### config.mk
export PLATFORM = sky130hd
export DESIGN_NAME = hysteresis_thermostat_controller
export DESIGN_NICKNAME = d
export VERILOG_FILES = /design/src/hw/rtl/htc_pkg.sv /design/src/hw/rtl/htc_core.sv /design/src/hw/rtl/htc_digits.sv /design/src/hw/rtl/hysteresis_thermostat_controller.sv
export SDC_FILE = /design/constraint.sdc
export NUM_CORES = 1
export LEC_CHECK = 0
export BUFFER_PORTS_ARGS = -buffer_cell sky130_fd_sc_hd__buf_2
export CORE_UTILIZATION = 54
export CTS_CLUSTER_SIZE = 12
export DETAILED_ROUTE_END_ITERATION = 12
export GPL_TIMING_DRIVEN = 0
export PLACE_DENSITY = 0.82
export SLEW_MARGIN = 10
export SYNTH_ARGS = -nofsm -noshare
export SYNTH_HDL_FRONTEND = slang
export SYNTH_SLANG_ARGS = --single-unit
export TNS_END_PERCENT = 1
### constraint.sdc
create_clock -name clk -period 16 [get_ports clk]
set_clock_uncertainty 0.15 [all_clocks]
set_input_delay 1.6 -clock clk [delete_from_list [all_inputs] [get_ports clk]]
set_output_delay 1.6 -clock clk [all_outputs]
set_load 0.01 [all_outputs]
### src/hw/rtl/htc_pkg.sv
// ----------------------------------------------------------------------------
// htc_pkg
// Shared codes, reset values and types of the hysteresis thermostat controller.
// ----------------------------------------------------------------------------
package htc_pkg;

	localparam int SP_W   = 11;
	localparam int TEMP_W = 16;
	localparam int STEP_W = 7;
	localparam int BAND_W = 8;
	localparam int DIG_W  = 4;
	localparam int CIDX_W = 2;
	localparam int CDAT_W = 11;

	localparam logic [1:0] OP_SAMPLE = 2'd0;
	localparam logic [1:0] OP_INC    = 2'd1;
	localparam logic [1:0] OP_DEC    = 2'd2;

	localparam logic [CIDX_W-1:0] REG_STEP = 2'd0;
	localparam logic [CIDX_W-1:0] REG_MAX  = 2'd1;
	localparam logic [CIDX_W-1:0] REG_BAND = 2'd2;

	localparam logic [STEP_W-1:0] STEP_RESET     = 7'd8;
	localparam logic [SP_W-1:0]   MAX_RESET      = 11'd800;
	localparam logic [BAND_W-1:0] BAND_RESET     = 8'd4;
	localparam logic [SP_W-1:0]   SETPOINT_RESET = 11'd336;

	typedef struct packed {
		logic [STEP_W-1:0] step;
		logic [SP_W-1:0]   sp_max;
		logic [BAND_W-1:0] band;
	} cfg_t;

	typedef struct packed {
		logic                     relay;
		logic [SP_W-1:0]          setpoint;
		logic signed [TEMP_W-1:0] temp;
	} state_t;

	typedef struct packed {
		logic [DIG_W-1:0] tens;
		logic [DIG_W-1:0] units;
		logic [DIG_W-1:0] tenths;
	} digits_t;

endpackage

### src/hw/rtl/htc_core.sv
// ----------------------------------------------------------------------------
// htc_core
// Next-state logic: relay hysteresis on samples, saturating setpoint presses.
// ----------------------------------------------------------------------------
module htc_core (
	input  logic [1:0]                     op,
	input  logic signed [htc_pkg::TEMP_W-1:0] temp,
	input  htc_pkg::cfg_t                  cfg,
	input  htc_pkg::state_t                cur,
	output htc_pkg::state_t                nxt
);

	logic signed [htc_pkg::TEMP_W:0] t_ext;
	logic signed [htc_pkg::TEMP_W:0] lo_lim;
	logic signed [htc_pkg::TEMP_W:0] hi_lim;
	logic [htc_pkg::SP_W:0]          sp_sum;
	logic                            t_pos;

	assign t_ext  = {temp[htc_pkg::TEMP_W-1], temp};
	assign lo_lim = $signed({6'b0, cur.setpoint}) - $signed({9'b0, cfg.band});
	assign hi_lim = $signed({6'b0, cur.setpoint}) + $signed({9'b0, cfg.band});
	assign sp_sum = {1'b0, cur.setpoint} + {5'b0, cfg.step};
	assign t_pos  = !temp[htc_pkg::TEMP_W-1] && (temp != '0);

	always_comb begin
		nxt = cur;
		case (op)
			htc_pkg::OP_SAMPLE: begin
				nxt.temp = temp;
				if (!t_pos) begin
					nxt.relay = 1'b0;
				end else if (t_ext < lo_lim) begin
					nxt.relay = 1'b1;
				end else if (t_ext > hi_lim) begin
					nxt.relay = 1'b0;
				end
			end
			htc_pkg::OP_INC: begin
				if (sp_sum > {1'b0, cfg.sp_max}) begin
					nxt.setpoint = cfg.sp_max;
				end else begin
					nxt.setpoint = sp_sum[htc_pkg::SP_W-1:0];
				end
			end
			htc_pkg::OP_DEC: begin
				if (cur.setpoint < {4'b0, cfg.step}) begin
					nxt.setpoint = '0;
				end else begin
					nxt.setpoint = cur.setpoint - {4'b0, cfg.step};
				end
			end
			default: begin
				nxt = cur;
			end
		endcase
	end

endmodule

### src/hw/rtl/htc_digits.sv
// ----------------------------------------------------------------------------
// htc_digits
// Splits a magnitude in 1/16 degree into tens, units and tenths digits.
// ----------------------------------------------------------------------------
module htc_digits (
	input  logic [htc_pkg::TEMP_W-1:0] mag,
	output htc_pkg::digits_t           dig
);

	localparam logic [12:0] RECIP10 = 13'd6554;

	// Remainder modulo ten for values below 320 by a ladder of compare and subtract.
	function automatic logic [3:0] mod10(input logic [7:0] v);
		logic [8:0] r;
		logic [8:0] k;
		r = {1'b0, v};
		for (int i = 4; i >= 0; i--) begin
			k = 9'(10 << i);
			if (r >= k) begin
				r = r - k;
			end
		end
		return r[3:0];
	endfunction

	logic [11:0] whole;
	logic [24:0] prod;
	logic [7:0]  quot;
	logic [11:0] units_w;
	logic [7:0]  tenth_w;

	assign whole = mag[15:4];
	// The reciprocal is exact for every whole value the sensor can produce.
	assign prod    = 25'(whole) * 25'(RECIP10);
	assign quot    = prod[23:16];
	assign units_w = whole - ({4'b0, quot} << 3) - ({4'b0, quot} << 1);
	assign tenth_w = ({4'b0, mag[3:0]} << 3) + ({4'b0, mag[3:0]} << 1);

	assign dig.tens   = mod10(quot);
	assign dig.units  = units_w[3:0];
	assign dig.tenths = tenth_w[7:4];

endmodule

### src/hw/rtl/hysteresis_thermostat_controller.sv
// ----------------------------------------------------------------------------
// hysteresis_thermostat_controller
// On/off thermostat with a dead band, button-set setpoint and decimal readout.
// ----------------------------------------------------------------------------
//  channel | handshake            | payload
//  --------+----------------------+----------------------------------------------
//  in      | in_valid / in_stall  | op, temp_raw
//  out     | out_valid / out_stall| relay_on, setpoint_value, set_*, temp_*
//  cfg     | cfg_valid / cfg_ready| cfg_index, cfg_data
//
//  Each item is held in the input register and is then captured in the output
//  register; one item per cycle is sustained while the output is not stalled,
//  as the state update between the two registers is combinational.
//  Reset loads the setpoint of 21.0 degrees, relay off and a zero sample.
//  A stalled output holds its result while the input register takes one more.
//  Configuration writes are always taken.
// ----------------------------------------------------------------------------
module hysteresis_thermostat_controller (
	input  logic                            clk,
	input  logic                            arst_n,
	input  logic                            in_valid,
	output logic                            in_stall,
	input  logic [1:0]                      op,
	input  logic signed [htc_pkg::TEMP_W-1:0] temp_raw,
	output logic                            out_valid,
	input  logic                            out_stall,
	output logic                            relay_on,
	output logic [htc_pkg::SP_W-1:0]        setpoint_value,
	output logic [htc_pkg::DIG_W-1:0]       set_tens,
	output logic [htc_pkg::DIG_W-1:0]       set_units,
	output logic [htc_pkg::DIG_W-1:0]       set_tenths,
	output logic                            temp_negative,
	output logic [htc_pkg::DIG_W-1:0]       temp_tens,
	output logic [htc_pkg::DIG_W-1:0]       temp_units,
	output logic [htc_pkg::DIG_W-1:0]       temp_tenths,
	input  logic                            cfg_valid,
	output logic                            cfg_ready,
	input  logic [htc_pkg::CIDX_W-1:0]      cfg_index,
	input  logic [htc_pkg::CDAT_W-1:0]      cfg_data
);

	htc_pkg::cfg_t   cfg_q;
	htc_pkg::state_t state_q;
	htc_pkg::state_t state_nxt;
	htc_pkg::digits_t sp_dig;
	htc_pkg::digits_t tp_dig;

	logic                             v_s1;
	logic [1:0]                       op_s1;
	logic signed [htc_pkg::TEMP_W-1:0] temp_s1;
	logic                             adv;
	logic                             accept;
	logic                             neg;
	logic [htc_pkg::TEMP_W-1:0]       mag;

	assign cfg_ready = 1'b1;
	assign adv       = v_s1 && (!out_valid || !out_stall);
	assign in_stall  = v_s1 && !adv;
	assign accept    = in_valid && !in_stall;

	always_ff @(posedge clk or negedge arst_n) begin
		if (!arst_n) begin
			cfg_q.step   <= htc_pkg::STEP_RESET;
			cfg_q.sp_max <= htc_pkg::MAX_RESET;
			cfg_q.band   <= htc_pkg::BAND_RESET;
		end else if (cfg_valid) begin
			case (cfg_index)
				htc_pkg::REG_STEP: cfg_q.step   <= cfg_data[htc_pkg::STEP_W-1:0];
				htc_pkg::REG_MAX:  cfg_q.sp_max <= cfg_data[htc_pkg::SP_W-1:0];
				htc_pkg::REG_BAND: cfg_q.band   <= cfg_data[htc_pkg::BAND_W-1:0];
				default: begin
				end
			endcase
		end
	end

	always_ff @(posedge clk or negedge arst_n) begin
		if (!arst_n) begin
			v_s1 <= 1'b0;
		end else if (accept) begin
			v_s1 <= 1'b1;
		end else if (adv) begin
			v_s1 <= 1'b0;
		end
	end

	always_ff @(posedge clk) begin
		if (accept) begin
			op_s1   <= op;
			temp_s1 <= temp_raw;
		end
	end

	htc_core u_core (
		.op   (op_s1),
		.temp (temp_s1),
		.cfg  (cfg_q),
		.cur  (state_q),
		.nxt  (state_nxt)
	);

	always_ff @(posedge clk or negedge arst_n) begin
		if (!arst_n) begin
			state_q.relay    <= 1'b0;
			state_q.setpoint <= htc_pkg::SETPOINT_RESET;
			state_q.temp     <= '0;
		end else if (adv) begin
			state_q <= state_nxt;
		end
	end

	// The most negative reading wraps to 0x8000, which is its true magnitude.
	assign neg = state_nxt.temp[htc_pkg::TEMP_W-1];
	assign mag = neg ? (~state_nxt.temp + 16'd1) : state_nxt.temp;

	htc_digits u_sp_digits (
		.mag ({5'b0, state_nxt.setpoint}),
		.dig (sp_dig)
	);

	htc_digits u_tp_digits (
		.mag (mag),
		.dig (tp_dig)
	);

	always_ff @(posedge clk or negedge arst_n) begin
		if (!arst_n) begin
			out_valid <= 1'b0;
		end else begin
			out_valid <= adv || (out_valid && out_stall);
		end
	end

	always_ff @(posedge clk) begin
		if (adv) begin
			relay_on       <= state_nxt.relay;
			setpoint_value <= state_nxt.setpoint;
			set_tens       <= sp_dig.tens;
			set_units      <= sp_dig.units;
			set_tenths     <= sp_dig.tenths;
			temp_negative  <= neg;
			temp_tens      <= tp_dig.tens;
			temp_units     <= tp_dig.units;
			temp_tenths    <= tp_dig.tenths;
		end
	end

`ifndef NO_ASSERTIONS
	a_inc_saturates: assert property (@(posedge clk) disable iff (!arst_n)
		(adv && op_s1 == htc_pkg::OP_INC) |=> (state_q.setpoint <= cfg_q.sp_max))
		else $error("setpoint above limit after increment");

	a_cold_relay_off: assert property (@(posedge clk) disable iff (!arst_n)
		(adv && op_s1 == htc_pkg::OP_SAMPLE && (temp_s1[15] || temp_s1 == '0))
		|=> (!state_q.relay && !relay_on))
		else $error("relay on after a non-positive sample");

	a_result_matches_state: assert property (@(posedge clk) disable iff (!arst_n)
		adv |=> (out_valid && setpoint_value == state_q.setpoint
			&& relay_on == state_q.relay))
		else $error("result register out of step with state");

	a_press_keeps_sample: assert property (@(posedge clk) disable iff (!arst_n)
		(adv && op_s1 != htc_pkg::OP_SAMPLE) |=> $stable(state_q.temp))
		else $error("stored sample changed by a press");
`endif

endmodule
==> flow_metrics.py <==
metrics = {
    "sta": {
        "hold_viol": 0,
        "slew_headroom_pct": 31.6,
        "fin_setup_tns_ps": 0,
        "worstMarginPinSlew_ps": 1020,
        "period_minus_slack_ps": 11740,
        "final_min_period_over_clock_period_pct": 73.4,
        "rsz0062_at_grt": "false",
        "drv_slew": 0,
        "setup_violations": 0,
        "max_freq_mhz": 85.1,
        "holdWs_ps": 344,
    },
    "global_route": {
        "grt_pass1_vias": 9321,
        "globalRouteOverflowTotal": 0,
        "grt_max_degree": 57,
        "grtUsageTotal_pct": 24.6,
        "antenna_found_initial": 0,
        "grt_pass1_wl_mm": 44.7,
    },
    "logic_synthesis": {
        "syn_inst": 1268,
        "ys_warn_count": 0,
        "syn_area_per_cell_um2": 9.55,
        "async_flop_share_pct": 50.9,
        "synth_enable_flop_cells": 54,
        "synth_seq_area_share_pct": 25.0,
        "synthDistinctLibCells": 90,
        "netlist_area_um2": 12100,
        "synthFlopType": "edfxtp_1",
        "synthesis.nets": 1566,
        "ys_seq_elements": 110,
    },
    "place": {
        "place.gp.congestion": 0.912,
        "portBuffers": 74,
        "dp_hpwl_mm": 22.0,
    },
    "clock_tree": {
        "cts_hold_buffers": 0,
        "path_clk_slew_ps": 80,
        "worstSkewPairLatency_ps": 370,
        "cts_tree": "done",
        "clkSinkCount": 110,
        "root_buffer": "clkbuf_16",
        "cts_buffer_depth": 2,
        "cts-buffers-inserted": 9,
        "h-tree-depth": 3,
        "post_cts_resized": 0,
        "cts_setup_buffers": 0,
    },
    "layout": {
        "nNetsFinal": 1651,
        "final_cell_mix": "ha_1 (210), inv_1 (180), buf_2 (76)",
        "areaGrowthSynthToFinish_pct": 8.63,
        "layout_commonest_cell": "ha_1",
        "diodes": 0,
        "drive_gt1_share_pct": 12.5,
    },
    "worst_setup_path": {
        "r2r_end": "temp_tens[2]",
        "cp_top_family": "adder cells",
        "worstReg2RegStart": "op_s1[0]",
        "crit_buf_inv": 6,
        "slowest_stage": "clkbuf_1",
        "cp_data_arrival_time_ps": 11700,
        "cp-start-kind": "register",
        "crit_path_end_kind": "register",
        "worst-setup-path-type": "register to register",
        "r2r_setup_slack_ps": 4260,
        "required_ps": 15950,
        "slowest_delay_ps": 580,
        "cp_max_fo": 10,
        "crit_top_cell": "ha_1",
        "ff2ff_path_depth": 40,
    },
    "drt": {
        "routedWlPerCell_um": 16.4,
        "ant_nets": 0,
        "drtIter0Drc": 522,
        "via_count": 9410,
        "dr.pass1.iters": 5,
        "viasPerCell": 5.74,
        "totalWireLength_mm": 26.8,
        "route.detailed.drc": 0,
    },
    "die": {
        "io_pins": 76,
        "die_y_um": 152,
        "initial_core_util_pct": 55.3,
        "die_x_um": 152,
        "num_rows": 54,
        "die_area_um2": 23000,
        "coreArea_um2": 21900,
    },
    "run_status": {
        "outcome": "completed",
    },
    "run": {
        "maxCapViolations": 0,
    },
    "hold_path": {
        "holdPathEnd": "state_q[5]",
        "hold_path_class": "register to register",
        "whs_path_depth": 2,
        "hold_start": "state_q[5]",
    },
}
-- stage by stage --
stage                     worst slack, ps  utilization (%)  instances  cell area (um^2)
final                                4260             60.1       1638             13200
after global routing                 3430             60.1       1638             13200
after CTS                            4370             60.1       1638             13200
after detailed placement             4390             58.6       1622             12800
after global placement               4740             58.6       1622             12800
after floorplan                      6070                -       1268             12100
-- layer usage --
metal / vias up / part of all wire [%] / GRT usage, %
met4: 0 / 1.8 / 6.78
met2: 288 / 49 / 43.1
li1: 4601 / - / -
met5: - / 0 / 0
met3: 47 / 5.5 / 3.26
met1: 4474 / 44 / 31.7
-- layout make-up --
type / count / area (um^2)
plain buffers: 29 / 139
clock buffers: 10 / 229
clock inverters: 6 / 91.3
fillers: 1844 / 8740
inverters: 183 / 688
multi-input cells: 946 / 8250
flip-flops and latches: 110 / 3030
well taps: 280 / 350
repair buffers: 74 / 373
-- Yosys cell counts, types with 3 or more instances --
master     number  share of area, %
ha_1          210                22
inv_1         180               5.6
nand2_1        72               2.2
o21ai_0        69               2.9
a21oi_1        61               2.5
nor2_1         59               1.8
xnor2_1        55               4.0
edfxtp_1       54                13
fa_1           52               8.6
dfrtp_1        48               9.9
mux2_2         35               3.3
mux2i_1        27               2.2
nor3_1         27               1.1
xor2_1         26               1.9
o21a_1         24               1.5
nand3_1        22              0.91
clkbuf_1       19              0.59
nor2b_1        17              0.88
a21o_1         11              0.68
a31oi_1        11              0.57
nand4_1        11              0.57
o211ai_1       11              0.68
o21bai_1       11              0.68
nand2b_1       10              0.52
and2_1          9              0.46
a211oi_1        8              0.50
and3_1          8              0.41
dfstp_2         8               1.7
nand3b_1        6              0.37
o21ai_1         6              0.25
nor4_1          5              0.26
o31a_1          5              0.36
o31ai_1         4              0.25
a22oi_1         3              0.19
a41o_1          3              0.25
buf_2           3              0.12
buf_4           3              0.19
nor3b_1         3              0.19
o2111ai_1       3              0.22
o221ai_1        3              0.22
o22ai_1         3              0.16
or2_2           3              0.16
or3_1           3              0.16
-- flip-flops by register name (all words and copies together), names as in the netlist --
signal          cells
temp_units          4
set_tens            4
relay_on            1
temp_tenths         4
temp_s1            16
temp_negative       1
state_q            28
set_tenths          4
setpoint_value     11
temp_tens           4
cfg_q              26
set_units           3
v_s1                1
out_valid           1
op_s1               2
-- worst min-delay path, stage by stage, from the launching register on --
cell and delay [ps]:
dfrtp_1 350, nand2_1 50, o21ai_0 60
-- worst max-delay path by stage --
stage,slack [ps],cells past startpoint,endpoint,from
after global routing,3430,42,temp_tens[2],op_s1[1]
after detailed placement,4390,40,temp_tens[2],op_s1[1]
after global placement,4740,40,temp_tens[2],op_s1[0]
final,4260,40,temp_tens[2],op_s1[0]
after floorplan,6070,40,temp_tens[1],op_s1[0]
after CTS,4370,40,temp_tens[2],op_s1[1]
-- cells by family after synthesis --
family	after synthesis	share of synthesized area (%)
simple gates	266	10.8
compound gates	270	15.1
other cells	1	0.0310
flops	110	25.0
fa+ha+maj	262	30.3
mux	65	5.85
buf+inv	212	6.82
xor+xnor	82	6.09
Power is left out: the tool's default activity adds up to more than one toggle a clock period on the data nets, which glitch-free logic cannot reach.
